===== config.mk =====
export PLATFORM = sky130hd
export DESIGN_NAME = dsp_adpcm_decoder_unit
export DESIGN_NICKNAME = d
export VERILOG_FILES = /design/src/rtl/core/adpcm_pkg.sv /design/src/rtl/core/adpcm_front.sv /design/src/rtl/core/adpcm_queue.sv /design/src/rtl/core/adpcm_back.sv /design/src/rtl/core/dsp_adpcm_decoder_unit.sv
export SDC_FILE = /design/constraint.sdc
export NUM_CORES = 2
export LEC_CHECK = 0
export BUFFER_PORTS_ARGS = -buffer_cell sky130_fd_sc_hd__buf_2
export CORE_MARGIN = 2
export CORE_UTILIZATION = 50
export CTS_CLUSTER_DIAMETER = 200
export DETAILED_ROUTE_END_ITERATION = 12
export PLACE_DENSITY = 0.69
export SETUP_SLACK_MARGIN = 0.05
export SYNTH_ARGS = -nofsm -noshare
export SYNTH_HDL_FRONTEND = slang
export SYNTH_SLANG_ARGS = --single-unit

===== constraint.sdc =====
create_clock -name clk_i -period 10.3 [get_ports clk_i]
set_input_delay 0 -clock clk_i [delete_from_list [all_inputs] [get_ports clk_i]]
set_output_delay 0 -clock clk_i [all_outputs]
set_load 0.02 [all_outputs]

===== src/rtl/core/adpcm_pkg.sv =====
package adpcm_pkg;

  // queue between front and back, depth must be a power of two
  localparam int unsigned QueueDepth = 4;
  localparam int unsigned QueuePtrW  = $clog2(QueueDepth);

  // configuration register indexes
  localparam logic [2:0] CfgCoefPairs01  = 3'd0;
  localparam logic [2:0] CfgCoefPairs23  = 3'd1;
  localparam logic [2:0] CfgCoefPairs45  = 3'd2;
  localparam logic [2:0] CfgCoefPairs67  = 3'd3;
  localparam logic [2:0] CfgInitHistOne  = 3'd4;
  localparam logic [2:0] CfgInitHistTwo  = 3'd5;

  localparam int unsigned CoefRegCount = 4;

  typedef enum logic [1:0] {
    OpReload,
    OpError,
    OpData
  } op_kind_e;

  // one classified byte handed from front to back
  typedef struct packed {
    op_kind_e   kind;
    logic [7:0] data_byte;
    logic       high_only;
    logic [3:0] shift;
    logic [2:0] pair;
  } op_t;

  typedef struct packed {
    logic [CoefRegCount-1:0][63:0] coef;
    logic signed [15:0]            init_h1;
    logic signed [15:0]            init_h2;
  } cfg_t;

endpackage


===== src/rtl/core/adpcm_front.sv =====
module adpcm_front (
  input  logic           clk_i,
  input  logic           rst_ni,
  input  logic           accept_i,
  input  logic [7:0]     data_byte_i,
  input  logic           start_of_stream_i,
  input  logic           high_nibble_only_i,
  output logic           push_o,
  output adpcm_pkg::op_t op_o
);

  logic [2:0] byte_in_frame_q, byte_in_frame_d;
  logic [3:0] shift_q, shift_d;
  logic [2:0] pair_q, pair_d;
  logic       stopped_q, stopped_d;

  always_comb begin
    logic       stopped_eff;
    logic [2:0] bif_eff;
    stopped_eff     = stopped_q & ~start_of_stream_i;
    bif_eff         = start_of_stream_i ? 3'd0 : byte_in_frame_q;
    byte_in_frame_d = byte_in_frame_q;
    shift_d         = shift_q;
    pair_d          = pair_q;
    stopped_d       = stopped_q;
    push_o          = 1'b0;
    op_o.kind       = adpcm_pkg::OpData;
    op_o.data_byte  = data_byte_i;
    op_o.high_only  = high_nibble_only_i;
    op_o.shift      = shift_q;
    op_o.pair       = pair_q;
    if (accept_i) begin
      stopped_d       = stopped_eff;
      byte_in_frame_d = bif_eff;
      if (!stopped_eff) begin
        if (bif_eff == 3'd0) begin
          if (data_byte_i[7]) begin
            // pair index 8 or more
            stopped_d = 1'b1;
            push_o    = 1'b1;
            op_o.kind = adpcm_pkg::OpError;
          end else begin
            shift_d         = data_byte_i[3:0];
            pair_d          = data_byte_i[6:4];
            byte_in_frame_d = 3'd1;
            push_o          = start_of_stream_i;
            op_o.kind       = adpcm_pkg::OpReload;
          end
        end else begin
          push_o          = 1'b1;
          op_o.kind       = adpcm_pkg::OpData;
          byte_in_frame_d = bif_eff + 3'd1;
        end
      end
    end
  end

  always_ff @(posedge clk_i or negedge rst_ni) begin
    if (!rst_ni) begin
      byte_in_frame_q <= 3'd0;
      shift_q         <= 4'd0;
      pair_q          <= 3'd0;
      stopped_q       <= 1'b0;
    end else begin
      byte_in_frame_q <= byte_in_frame_d;
      shift_q         <= shift_d;
      pair_q          <= pair_d;
      stopped_q       <= stopped_d;
    end
  end

endmodule


===== src/rtl/core/adpcm_queue.sv =====
module adpcm_queue (
  input  logic           clk_i,
  input  logic           rst_ni,
  input  logic           push_i,
  input  adpcm_pkg::op_t op_i,
  input  logic           pop_i,
  output logic           full_o,
  output logic           empty_o,
  output adpcm_pkg::op_t head_o
);

  adpcm_pkg::op_t                     mem_q [adpcm_pkg::QueueDepth];
  logic [adpcm_pkg::QueuePtrW-1:0]    wr_ptr_q, rd_ptr_q;
  logic [adpcm_pkg::QueuePtrW:0]      count_q, count_d;

  assign full_o  = (count_q == (adpcm_pkg::QueuePtrW + 1)'(adpcm_pkg::QueueDepth));
  assign empty_o = (count_q == '0);
  assign head_o  = mem_q[rd_ptr_q];

  always_comb begin
    count_d = count_q;
    if (push_i && !pop_i) count_d = count_q + 1'b1;
    if (pop_i && !push_i) count_d = count_q - 1'b1;
  end

  always_ff @(posedge clk_i or negedge rst_ni) begin
    if (!rst_ni) begin
      wr_ptr_q <= '0;
      rd_ptr_q <= '0;
      count_q  <= '0;
    end else begin
      if (push_i) wr_ptr_q <= wr_ptr_q + 1'b1;
      if (pop_i) rd_ptr_q <= rd_ptr_q + 1'b1;
      count_q <= count_d;
    end
  end

  always_ff @(posedge clk_i) begin
    if (push_i) mem_q[wr_ptr_q] <= op_i;
  end

endmodule


===== src/rtl/core/adpcm_back.sv =====
module adpcm_back (
  input  logic            clk_i,
  input  logic            rst_ni,
  input  adpcm_pkg::cfg_t cfg_i,
  input  logic            empty_i,
  input  adpcm_pkg::op_t  head_i,
  output logic            pop_o,
  output logic            out_valid_o,
  input  logic            out_stall_i,
  output logic [15:0]     sample_o,
  output logic            bad_header_o,
  output logic            last_of_run_o
);

  logic               phase_q, phase_d;
  logic signed [15:0] h1_q, h1_d, h2_q, h2_d;
  logic               out_valid_q, out_valid_d;
  logic [15:0]        sample_q, sample_d;
  logic               bad_q, bad_d;
  logic               last_q, last_d;

  logic               can_emit;
  logic [63:0]        coef_reg;
  logic signed [15:0] c1, c2;
  logic [3:0]         nib;
  logic signed [33:0] term;
  logic signed [31:0] p1, p2;
  logic signed [33:0] acc;
  logic signed [22:0] shr;
  logic signed [15:0] clamped;

  assign can_emit = !out_valid_q || !out_stall_i;

  // sample datapath, one sample per cycle while the output is not stalled
  always_comb begin
    coef_reg = cfg_i.coef[head_i.pair[2:1]];
    c1       = head_i.pair[0] ? coef_reg[31:16] : coef_reg[63:48];
    c2       = head_i.pair[0] ? coef_reg[15:0]  : coef_reg[47:32];
    nib      = phase_q ? head_i.data_byte[3:0] : head_i.data_byte[7:4];
    term     = $signed({{30{nib[3]}}, nib}) <<< ({1'b0, head_i.shift} + 5'd11);
    p1       = c1 * h1_q;
    p2       = c2 * h2_q;
    acc      = term + 34'(p1) + 34'(p2) + 34'sd1024;
    shr      = acc[33:11];
    if (shr > 23'sd32767) clamped = 16'sh7fff;
    else if (shr < -23'sd32768) clamped = 16'sh8000;
    else clamped = shr[15:0];
  end

  always_comb begin
    phase_d     = phase_q;
    h1_d        = h1_q;
    h2_d        = h2_q;
    out_valid_d = out_valid_q & out_stall_i;
    sample_d    = sample_q;
    bad_d       = bad_q;
    last_d      = last_q;
    pop_o       = 1'b0;
    if (!empty_i) begin
      unique case (head_i.kind)
        adpcm_pkg::OpReload: begin
          h1_d  = cfg_i.init_h1;
          h2_d  = cfg_i.init_h2;
          pop_o = 1'b1;
        end
        adpcm_pkg::OpError: begin
          if (can_emit) begin
            out_valid_d = 1'b1;
            sample_d    = 16'd0;
            bad_d       = 1'b1;
            last_d      = 1'b1;
            pop_o       = 1'b1;
          end
        end
        adpcm_pkg::OpData: begin
          if (can_emit) begin
            out_valid_d = 1'b1;
            sample_d    = clamped;
            bad_d       = 1'b0;
            last_d      = phase_q | head_i.high_only;
            h2_d        = h1_q;
            h1_d        = clamped;
            pop_o       = last_d;
            phase_d     = ~last_d;
          end
        end
        default: begin
          pop_o = 1'b1;
        end
      endcase
    end
  end

  always_ff @(posedge clk_i or negedge rst_ni) begin
    if (!rst_ni) begin
      phase_q     <= 1'b0;
      h1_q        <= '0;
      h2_q        <= '0;
      out_valid_q <= 1'b0;
    end else begin
      phase_q     <= phase_d;
      h1_q        <= h1_d;
      h2_q        <= h2_d;
      out_valid_q <= out_valid_d;
    end
  end

  always_ff @(posedge clk_i) begin
    sample_q <= sample_d;
    bad_q    <= bad_d;
    last_q   <= last_d;
  end

  assign out_valid_o   = out_valid_q;
  assign sample_o      = sample_q;
  assign bad_header_o  = bad_q;
  assign last_of_run_o = last_q;

endmodule


===== src/rtl/core/dsp_adpcm_decoder_unit.sv =====
// dsp adpcm 4-bit decoder: one stream byte per input transaction, frames of a header
// byte and seven data bytes; each data byte gives two 16-bit samples (one if
// high_nibble_only_i is set), a header with pair index 8 or more gives one error
// result and mutes the stream until the next start_of_stream_i. the front classifies
// a byte in the cycle it is accepted and hands it through a 4-entry queue to the back,
// which makes one sample per cycle while the output is not stalled, through two 16x16
// multipliers and a 34-bit sum that also carries the history feedback. a header
// reaches the back only when it carries start_of_stream_i (history reload) or is
// bad (error result); other headers never reach it. with an empty queue and a free
// output register, the first sample of a byte passes through the queue into the
// output register, and the second one follows at the edge that pops the byte.
// the input stalls only while the queue is full. config writes are always ready
// and are meant for idle periods only; there is no clearing pass after reset.
module dsp_adpcm_decoder_unit (
  input  logic        clk_i,
  input  logic        rst_ni,
  // input stream
  input  logic        in_valid_i,
  output logic        in_stall_o,
  input  logic [7:0]  data_byte_i,
  input  logic        start_of_stream_i,
  input  logic        high_nibble_only_i,
  // result stream
  output logic        out_valid_o,
  input  logic        out_stall_i,
  output logic signed [15:0] sample_o,
  output logic        bad_header_o,
  output logic        last_of_run_o,
  // configuration writes
  input  logic        cfg_valid_i,
  output logic        cfg_ready_o,
  input  logic [2:0]  cfg_index_i,
  input  logic [63:0] cfg_data_i
);

  adpcm_pkg::cfg_t cfg_q;
  adpcm_pkg::op_t  push_op;
  adpcm_pkg::op_t  head_op;
  logic            in_accept;
  logic            push;
  logic            pop;
  logic            q_full;
  logic            q_empty;
  logic [15:0]     sample_raw;

  // config registers, writes land in the next cycle
  assign cfg_ready_o = 1'b1;

  always_ff @(posedge clk_i or negedge rst_ni) begin
    if (!rst_ni) begin
      cfg_q <= '0;
    end else if (cfg_valid_i && cfg_ready_o) begin
      unique case (cfg_index_i)
        adpcm_pkg::CfgCoefPairs01: cfg_q.coef[0] <= cfg_data_i;
        adpcm_pkg::CfgCoefPairs23: cfg_q.coef[1] <= cfg_data_i;
        adpcm_pkg::CfgCoefPairs45: cfg_q.coef[2] <= cfg_data_i;
        adpcm_pkg::CfgCoefPairs67: cfg_q.coef[3] <= cfg_data_i;
        adpcm_pkg::CfgInitHistOne: cfg_q.init_h1 <= cfg_data_i[15:0];
        adpcm_pkg::CfgInitHistTwo: cfg_q.init_h2 <= cfg_data_i[15:0];
        default: begin
          // unknown index, write dropped
        end
      endcase
    end
  end

  // stall only on a full queue, a registered condition
  assign in_stall_o = q_full;
  assign in_accept  = in_valid_i && !in_stall_o;

  // front: frame position, header fields, stopped flag
  adpcm_front u_front (
    .clk_i              (clk_i),
    .rst_ni             (rst_ni),
    .accept_i           (in_accept),
    .data_byte_i        (data_byte_i),
    .start_of_stream_i  (start_of_stream_i),
    .high_nibble_only_i (high_nibble_only_i),
    .push_o             (push),
    .op_o               (push_op)
  );

  // decouples the byte rate from the sample rate
  adpcm_queue u_queue (
    .clk_i   (clk_i),
    .rst_ni  (rst_ni),
    .push_i  (push),
    .op_i    (push_op),
    .pop_i   (pop),
    .full_o  (q_full),
    .empty_o (q_empty),
    .head_o  (head_op)
  );

  // back: history, predictor arithmetic and output register
  adpcm_back u_back (
    .clk_i         (clk_i),
    .rst_ni        (rst_ni),
    .cfg_i         (cfg_q),
    .empty_i       (q_empty),
    .head_i        (head_op),
    .pop_o         (pop),
    .out_valid_o   (out_valid_o),
    .out_stall_i   (out_stall_i),
    .sample_o      (sample_raw),
    .bad_header_o  (bad_header_o),
    .last_of_run_o (last_of_run_o)
  );

  assign sample_o = $signed(sample_raw);

endmodule


Word level (Yosys, flattened, before mapping) --
Memory sizes are Yosys's and may differ from the RTL's. Index checks and enable logic that the tools add are counted.
Cells by class: reduce and logical (&&, ||, !) cells 27, multiply operators 2, bitwise logic cells 8, $lt $le $gt $ge 3, add/sub/neg operators 9, shift-type cells 1, eq/ne operators 10, multiplexer cells 44
Operators by type and width (number):
- 64-bit binary-select mux with 2-bit select | 1
- 16-bit two-way mux | 7
- 16-bit one-hot mux with 2 select lines | 3
- 34-bit by 32-bit adder with 34-bit output | 2
- 16-bit by 16-bit multiplier with 32-bit output | 2
- 64-bit two-way mux | 1
- 34-bit by 12-bit adder with 34-bit output, second input constant | 1
- 4-bit by 5-bit <<< shifter with 34-bit output | 1
- 23-bit by 16-bit > comparator with 1-bit output, second input constant | 1
- 23-bit by 16-bit less-than comparator with 1-bit output, second input constant | 1
- 1-bit two-way mux | 19
- 3-bit two-way mux | 6
- 2-bit AND reduction | 6
- 3-bit == test, second input constant | 3
- 3-bit logical NOT | 3
- 4-bit AND reduction | 2
- 3-bit by 1-bit adder with 3-bit output, second input constant | 2
- 3-bit by 2-bit == test with 1-bit output, second input constant | 2
- 2-bit two-way mux | 3
- 1-bit one-hot mux with 2 select lines | 3
- 3-bit AND reduction | 2
- 2-bit nonzero test | 3
- 4-bit by 4-bit adder with 5-bit output, second input constant | 1
- 1-bit logical NOT | 5
- other kinds (15) | 24
Word-level totals: bits in writable memories 72, memories 1, bits of input ports 82, logic and storage cells 125, register bits after elaboration 358
Memories:
- u_queue.mem_q | depth 4, bits a word 18, read ports 1, clocked after memory_dff 0, write ports 1, RTL line adpcm_queue.sv:12 | adpcm_pkg::op_t mem_q [adpcm_pkg::QueueDepth];

Longest topological paths before layout --
An unclocked memory read counts as a cell.
word-level depth 13, gate-level depth with buffers 40

By module --
Synthesis repeated with hierarchy kept, for this count alone.
Second synthesis, totals: cell total of the unflattened synthesis 3567, area, all modules 41604.9 sq um
By module, submodules not included:
- adpcm_back | times used 1, cells each 2767, area an instance 26803.2 sq um
- dsp_adpcm_decoder_unit | times used 1, cells each 616, area an instance 11162.0 sq um
- adpcm_queue | times used 1, cells each 131, area an instance 2996.6 sq um
- adpcm_front | times used 1, cells each 53, area an instance 643.1 sq um

Worst setup path after synthesis --
OpenSTA, ideal clock, no wires.
path kind register to register, start reg u_queue.rd_ptr_q[0] (netlist bit), end reg u_back.h1_q[11], stages on the path, launching flop included 36, buffers on the path 6, data required time 10.196 ns, path slack -0.233 ns, arrival 10.429 ns, period minus slack after synthesis 10.533 ns, library setup time 0.104 ns, path through dfrtp_1 buf_6 mux4_2 buf_6 buf_1 mux4_2 mux2_2 clkbuf_1 nand2_1 inv_1 fa_1 inv_1 fa_1 inv_1 fa_1 inv_1 fa_1 inv_1 fa_1 fa_1 fa_1 inv_1 fa_1 inv_1 ha_1 clkbuf_1 nand3_1 or3_1 a22o_1 o2bb2ai_1 o41ai_2 xnor2_1 a41o_1 and3_1 buf_4 a221oi_1
Between the ends: longest elaborated chain between the ends 13, elaborated cells between the ends (all ways) 24, classes of those cells 4 x add/sub; 2 x mul; 2 x order compare; 2 x eq/ne; 1 x shift; 9 x mux; 3 x reduce/logical; 1 x memory
Ends and longest elaborated chain:
- start: declaration | RTL line adpcm_queue.sv:13 | logic [adpcm_pkg::QueuePtrW-1:0] wr_ptr_q, rd_ptr_q;
- start signal: assignment | RTL line adpcm_queue.sv:33 | if (pop_i) rd_ptr_q <= rd_ptr_q + 1'b1;
- memory 4 x 18 bit *
- 64-bit binary-select mux with 2-bit select | RTL line adpcm_back.sv:36 | coef_reg = cfg_i.coef[head_i.pair[2:1]];
- 64-bit two-way mux (implied by the code) | RTL line adpcm_back.sv:36
- 16-bit two-way mux | RTL line adpcm_back.sv:37 | c1 = head_i.pair[0] ? coef_reg[31:16] : coef_reg[63:48];
- 16-bit by 16-bit multiplier with 32-bit output | RTL line adpcm_back.sv:41 | p1 = c1 * h1_q;
- 34-bit by 32-bit adder with 34-bit output (2 in a row) | RTL line adpcm_back.sv:43 | acc = term + 34'(p1) + 34'(p2) + 34'sd1024;
- 34-bit by 12-bit adder with 34-bit output | RTL line adpcm_back.sv:43
- 23-bit by 16-bit less-than comparator with 1-bit output | RTL line adpcm_back.sv:46 | else if (shr < -23'sd32768) clamped = 16'sh8000;
- 16-bit two-way mux | RTL line adpcm_back.sv:46
- 16-bit two-way mux | RTL line adpcm_back.sv:45 | if (shr > 23'sd32767) clamped = 16'sh7fff;
- 16-bit two-way mux | RTL line adpcm_back.sv:76 | if (can_emit) begin
- 16-bit one-hot mux with 2 select lines | RTL line adpcm_back.sv:60 | unique case (head_i.kind)
- end signal: assignment | RTL line adpcm_back.sv:97 | h1_q <= '0;
- end signal: assignment | RTL line adpcm_back.sv:102 | h1_q <= h1_d;
- end: declaration | RTL line adpcm_back.sv:16 | logic signed [15:0] h1_q, h1_d, h2_q, h2_d;
Mark *: on every way between the ends. The rest lies on a longest branch, timed or not. The select of a mux whose other input is x is not followed. A chain may end at the register's enable or synchronous reset.

Worst setup path in the final report --
start reg u_queue.rd_ptr_q[0] (netlist bit), end reg u_back.sample_q[11], in the netlist u_back.sample_o[11], data pin
Between the ends: longest elaborated chain between the ends 13, elaborated cells between the ends (all ways) 21, classes of those cells 4 x add/sub; 2 x mul; 2 x order compare; 2 x eq/ne; 1 x shift; 9 x mux; 1 x memory
Ends and longest elaborated chain:
- memory 4 x 18 bit *
- 64-bit binary-select mux with 2-bit select | RTL line adpcm_back.sv:36
- 64-bit two-way mux (implied by the code) | RTL line adpcm_back.sv:36
- 16-bit two-way mux | RTL line adpcm_back.sv:37
- 16-bit by 16-bit multiplier with 32-bit output | RTL line adpcm_back.sv:41
- 34-bit by 32-bit adder with 34-bit output (2 in a row) | RTL line adpcm_back.sv:43
- 34-bit by 12-bit adder with 34-bit output | RTL line adpcm_back.sv:43
- 23-bit by 16-bit less-than comparator with 1-bit output | RTL line adpcm_back.sv:46
- 16-bit two-way mux | RTL line adpcm_back.sv:46
- 16-bit two-way mux | RTL line adpcm_back.sv:45
- 16-bit two-way mux | RTL line adpcm_back.sv:76
- 16-bit one-hot mux with 2 select lines * | RTL line adpcm_back.sv:60
- end signal: assignment | RTL line adpcm_back.sv:109 | sample_q <= sample_d;
- end: declaration | RTL line adpcm_back.sv:18 | logic [15:0] sample_q, sample_d;
Marks and branches as above.

==> impl_metrics.env <==
export IMPL_grt_first_pass_wirelength_um=167000
export IMPL_cp_max_fo=18
export IMPL_path_clk_slew_ps=60
export IMPL_worstPathRequired_ps=10720
export IMPL_post_synth_top_area_fraction=0.318
export IMPL_placed_wire_length_estimate_um=82600
export IMPL_grt_pass1_vias=28800
export IMPL_startpoint_type="flop"
export IMPL_final_core_utilization=0.569
export IMPL_setup_violations_final=0
export IMPL_synthesized_area_fraction_occupied_by_xor_and_xnor_cells=0.0111
export IMPL_net_count_final=4656
export IMPL_place_gp_congestion=0.999
export IMPL_worstSetupPathType="flop to flop"
export IMPL_avg_wl_per_cell_um=21.7
export IMPL_totalNegativeSetupSlack_ps=0
export IMPL_die_width_um=290
export IMPL_synth_compound_area_frac=0.0371
export IMPL_grt_usage=0.259
export IMPL_post_synth_inst_count=3580
export IMPL_antenna_violating_nets_post_route=0
export IMPL_synth_top_family_by_area="adder cells"
export IMPL_grt_max_degree=111
export IMPL_synth_edf_count=90
export IMPL_cts_root_buffer="sky130_fd_sc_hd__clkbuf_16"
export IMPL_cts_tree="done"
export IMPL_initial_core_util=0.507
export IMPL_min_period_ps=9990
export IMPL_viasPerCell=5.49
export IMPL_placeableCoreArea_mm2=0.0808
export IMPL_timing_hold_worst_class="input port to asynchronous set/reset pin"
export IMPL_cts_made_buffers=42
export IMPL_final_cell_area_mm2=0.0459
export IMPL_detail_route_first_pass_iterations=6
export IMPL_cts_sinks=430
export IMPL_die_area_mm2=0.0842
export IMPL_die_height_um=290
export IMPL_synth_seq_area_share=0.274
export IMPL_maxSlewViolCount=0
export IMPL_cap_viol_max_count=0
export IMPL_antenna_found_initial=4
export IMPL_postSynth_asyncResetShare=0.791
export IMPL_maxClockFrequency_mhz=100
export IMPL_max_clock_path_buffers=3
export IMPL_clock_insertion_delay_worst_skew_ps=590
export IMPL_drive_above_1_share=0.206
export IMPL_ios=103
export IMPL_synthesis_yosys_warnings=0
export IMPL_synth_simple_gate_area_share=0.0913
export IMPL_number_of_synthesized_register_bits=430
export IMPL_global_route_overflow_total=0
export IMPL_finish_cell_count_without_fillers=4870
export IMPL_synth_adder_area_share=0.363
export IMPL_finalClockSkew_ps=54.1
export IMPL_row_count=104
export IMPL_critical_path_slowest_cell="sky130_fd_sc_hd__a2111oi_0"
export IMPL_ratio_of_final_minimum_period_to_clock_period=0.970
export IMPL_max_stage_delay_ps=580
export IMPL_area_growth_pct=12.2
export IMPL_muxShareOfSynthArea=0.142
export IMPL_dr_total_vias=26700
export IMPL_netlist_cell_type_count=73
export IMPL_cp_data_arrival_time_ps=10410
export IMPL_slew_headroom=0.272
export IMPL_synthFlopType="sky130_fd_sc_hd__dfrtp_1"
export IMPL_synthesis_area_mm2=0.0409
export IMPL_endpoint_kind="flop"
export IMPL_num_fill_cells=6653
export IMPL_portBuffers=101
export IMPL_worst_slew_pin_transition_ps=1090
export IMPL_h_tree_depth=2
export IMPL_status="finished clean"
export IMPL_detailed_place_area_mm2=0.0431
export IMPL_placed_cells_incl_taps=4690
export IMPL_drt_first_iter_violations=1989
export IMPL_totalWireLength_um=106000
export IMPL_cell_type_with_the_highest_aggregate_area_in_the_netlist="sky130_fd_sc_hd__fa_1"
export IMPL_timing_critical_path_mode_cell="sky130_fd_sc_hd__fa_1"
export IMPL_synth_top_cells_by_area="sky130_fd_sc_hd__fa_1, sky130_fd_sc_hd__dfrtp_1, sky130_fd_sc_hd__mux2_2"
export IMPL_final_hold_violation_count=0
export IMPL_drc=0
export IMPL_synth_avg_cell_area_um2=11.4
==> worst paths after layout <==
check,slack (ps),to,from,depth (start not counted)
hold / removal,20,cfg_q[81],rst_ni,2
min in group clk_i,50,cfg_q[168],cfg_index_i[0],3
setup / recovery,310,u_back.sample_o[11],u_queue.rd_ptr_q[0],36
max in group asynchronous,7830,cfg_q[156],rst_ni,4
hold reg to reg,490,u_queue.count_q[2],u_queue.count_q[2],1
setup reg to reg,310,u_back.sample_o[11],u_queue.rd_ptr_q[0],36
==> cell usage in the layout (no fill, tap or decap), types with 12 or more instances in the layout <==
cell type	synthesis	routed
sky130_fd_sc_hd__inv_1	714	713
sky130_fd_sc_hd__nor2b_1	86	86
sky130_fd_sc_hd__dfrtp_1	340	339
sky130_fd_sc_hd__o21ai_0	44	36
sky130_fd_sc_hd__xor2_1	16	14
sky130_fd_sc_hd__xnor2_1	36	34
sky130_fd_sc_hd__and3_1	14	13
sky130_fd_sc_hd__ha_1	147	137
sky130_fd_sc_hd__a21oi_1	89	84
sky130_fd_sc_hd__buf_12	0	12
sky130_fd_sc_hd__mux2i_1	37	34
sky130_fd_sc_hd__clkbuf_16	0	43
sky130_fd_sc_hd__and2_1	163	162
sky130_fd_sc_hd__a21o_1	13	13
sky130_fd_sc_hd__fa_1	651	648
sky130_fd_sc_hd__dlygate4sd3_1	0	78
sky130_fd_sc_hd__buf_4	3	113
sky130_fd_sc_hd__buf_2	3	100
sky130_fd_sc_hd__nor2_1	121	120
sky130_fd_sc_hd__nand3_1	13	12
sky130_fd_sc_hd__edfxtp_1	90	90
sky130_fd_sc_hd__nand2_1	268	266
sky130_fd_sc_hd__nand2b_1	42	42
sky130_fd_sc_hd__mux4_2	80	78
sky130_fd_sc_hd__mux2_2	321	313
==> cell families (layout without fill, tap and decap cells) <==
kind of cell	Yosys count	in the layout
multiplexers	439	441
XOR/XNOR	52	52
other	2	9
AO/OA/AOI/OAI	230	230
buffers and inverters	874	1095
adder cells (fa/ha/maj)	798	798
flip-flops	430	430
AND/OR/NAND/NOR	755	755
==> flip-flops by register name, summed over array words and instances (netlist names) <==
| register | count |
|---|---|
| cfg_q | 288 |
| u_back.bad_header_o | 1 |
| u_back.h1_q | 16 |
| u_back.h2_q | 16 |
| u_back.last_of_run_o | 1 |
| u_back.out_valid_o | 1 |
| u_back.phase_q | 1 |
| u_back.sample_o | 16 |
| u_front.byte_in_frame_q | 3 |
| u_front.pair_q | 3 |
| u_front.shift_q | 4 |
| u_front.stopped_q | 1 |
| u_queue.count_q | 3 |
| u_queue.mem_q | 72 |
| u_queue.rd_ptr_q | 2 |
| u_queue.wr_ptr_q | 2 |
==> through the flow <==
stage	setup slack (ps)	hold slack (ps)
after detailed placement	-64.8	110
final	306	20.1
after floorplan	130	-296
after global routing	-96.0	35.8
after global placement	49.6	113
after CTS	35.2	17.4
==> area by class of cell <==
| type | count | area, um^2 | area share |
|---|---|---|---|
| Timing Repair Buffer | 307 | 2430 | 0.0529 |
| Sequential cell | 430 | 11200 | 0.244 |
| Clock inverter | 25 | 397 | 0.00863 |
| Clock buffer | 49 | 1090 | 0.0237 |
| Tap cell | 1060 | 1330 | 0.0289 |
| Multi-Input combinational cell | 2281 | 26800 | 0.583 |
| Antenna cell | 4 | 10.0 | 0.000218 |
| Inverter | 714 | 2680 | 0.0584 |
==> repair_timing <==
| action | CTS | global route |
|---|---|---|
| cloned | 0 | 3 |
| setup endpoints to repair | 15 | 32 |
| hold buffers | 78 | 0 |
| buffers inserted | 5 | 16 |
| gates resized for setup | 3 | 71 |
| hold endpoints to repair | 451 | 0 |
| pin swaps | 0 | 11 |
==> Yosys cell counts (37+ instances only) <==
cell type                  number
sky130_fd_sc_hd__nor2b_1       86
sky130_fd_sc_hd__nand2b_1      42
sky130_fd_sc_hd__fa_1         651
sky130_fd_sc_hd__mux2_2       321
sky130_fd_sc_hd__dfrtp_1      340
sky130_fd_sc_hd__ha_1         147
sky130_fd_sc_hd__mux2i_1       37
sky130_fd_sc_hd__edfxtp_1      90
sky130_fd_sc_hd__a21oi_1       89
sky130_fd_sc_hd__nor2_1       121
sky130_fd_sc_hd__and2_1       163
sky130_fd_sc_hd__clkbuf_1     138
sky130_fd_sc_hd__inv_1        714
sky130_fd_sc_hd__nand2_1      268
sky130_fd_sc_hd__mux4_2        80
sky130_fd_sc_hd__o21ai_0       44
==> per-layer routing <==
layer  part of all wire  global-route usage  vias up
met2               0.50               0.439      870
met1               0.40               0.341    14100
met5                  0                   0        -
met3              0.068              0.0352      175
li1                   -                   -    11600
met4              0.041              0.0939        0
==> worst max-delay path: cells and delay by family, from the launching register on <==
kind | cells | cell delay [ps]
AO/OA/AOI/OAI | 8 | 2110
XOR/XNOR | 2 | 420
adder cells (fa/ha/maj) | 10 | 4650
buffers and inverters | 11 | 1210
flip-flops | 1 | 430
multiplexers | 1 | 520
AND/OR/NAND/NOR | 4 | 490
Power is not shown: default switching activity piles up to over one toggle a cycle in this logic, so the estimate is an artifact.
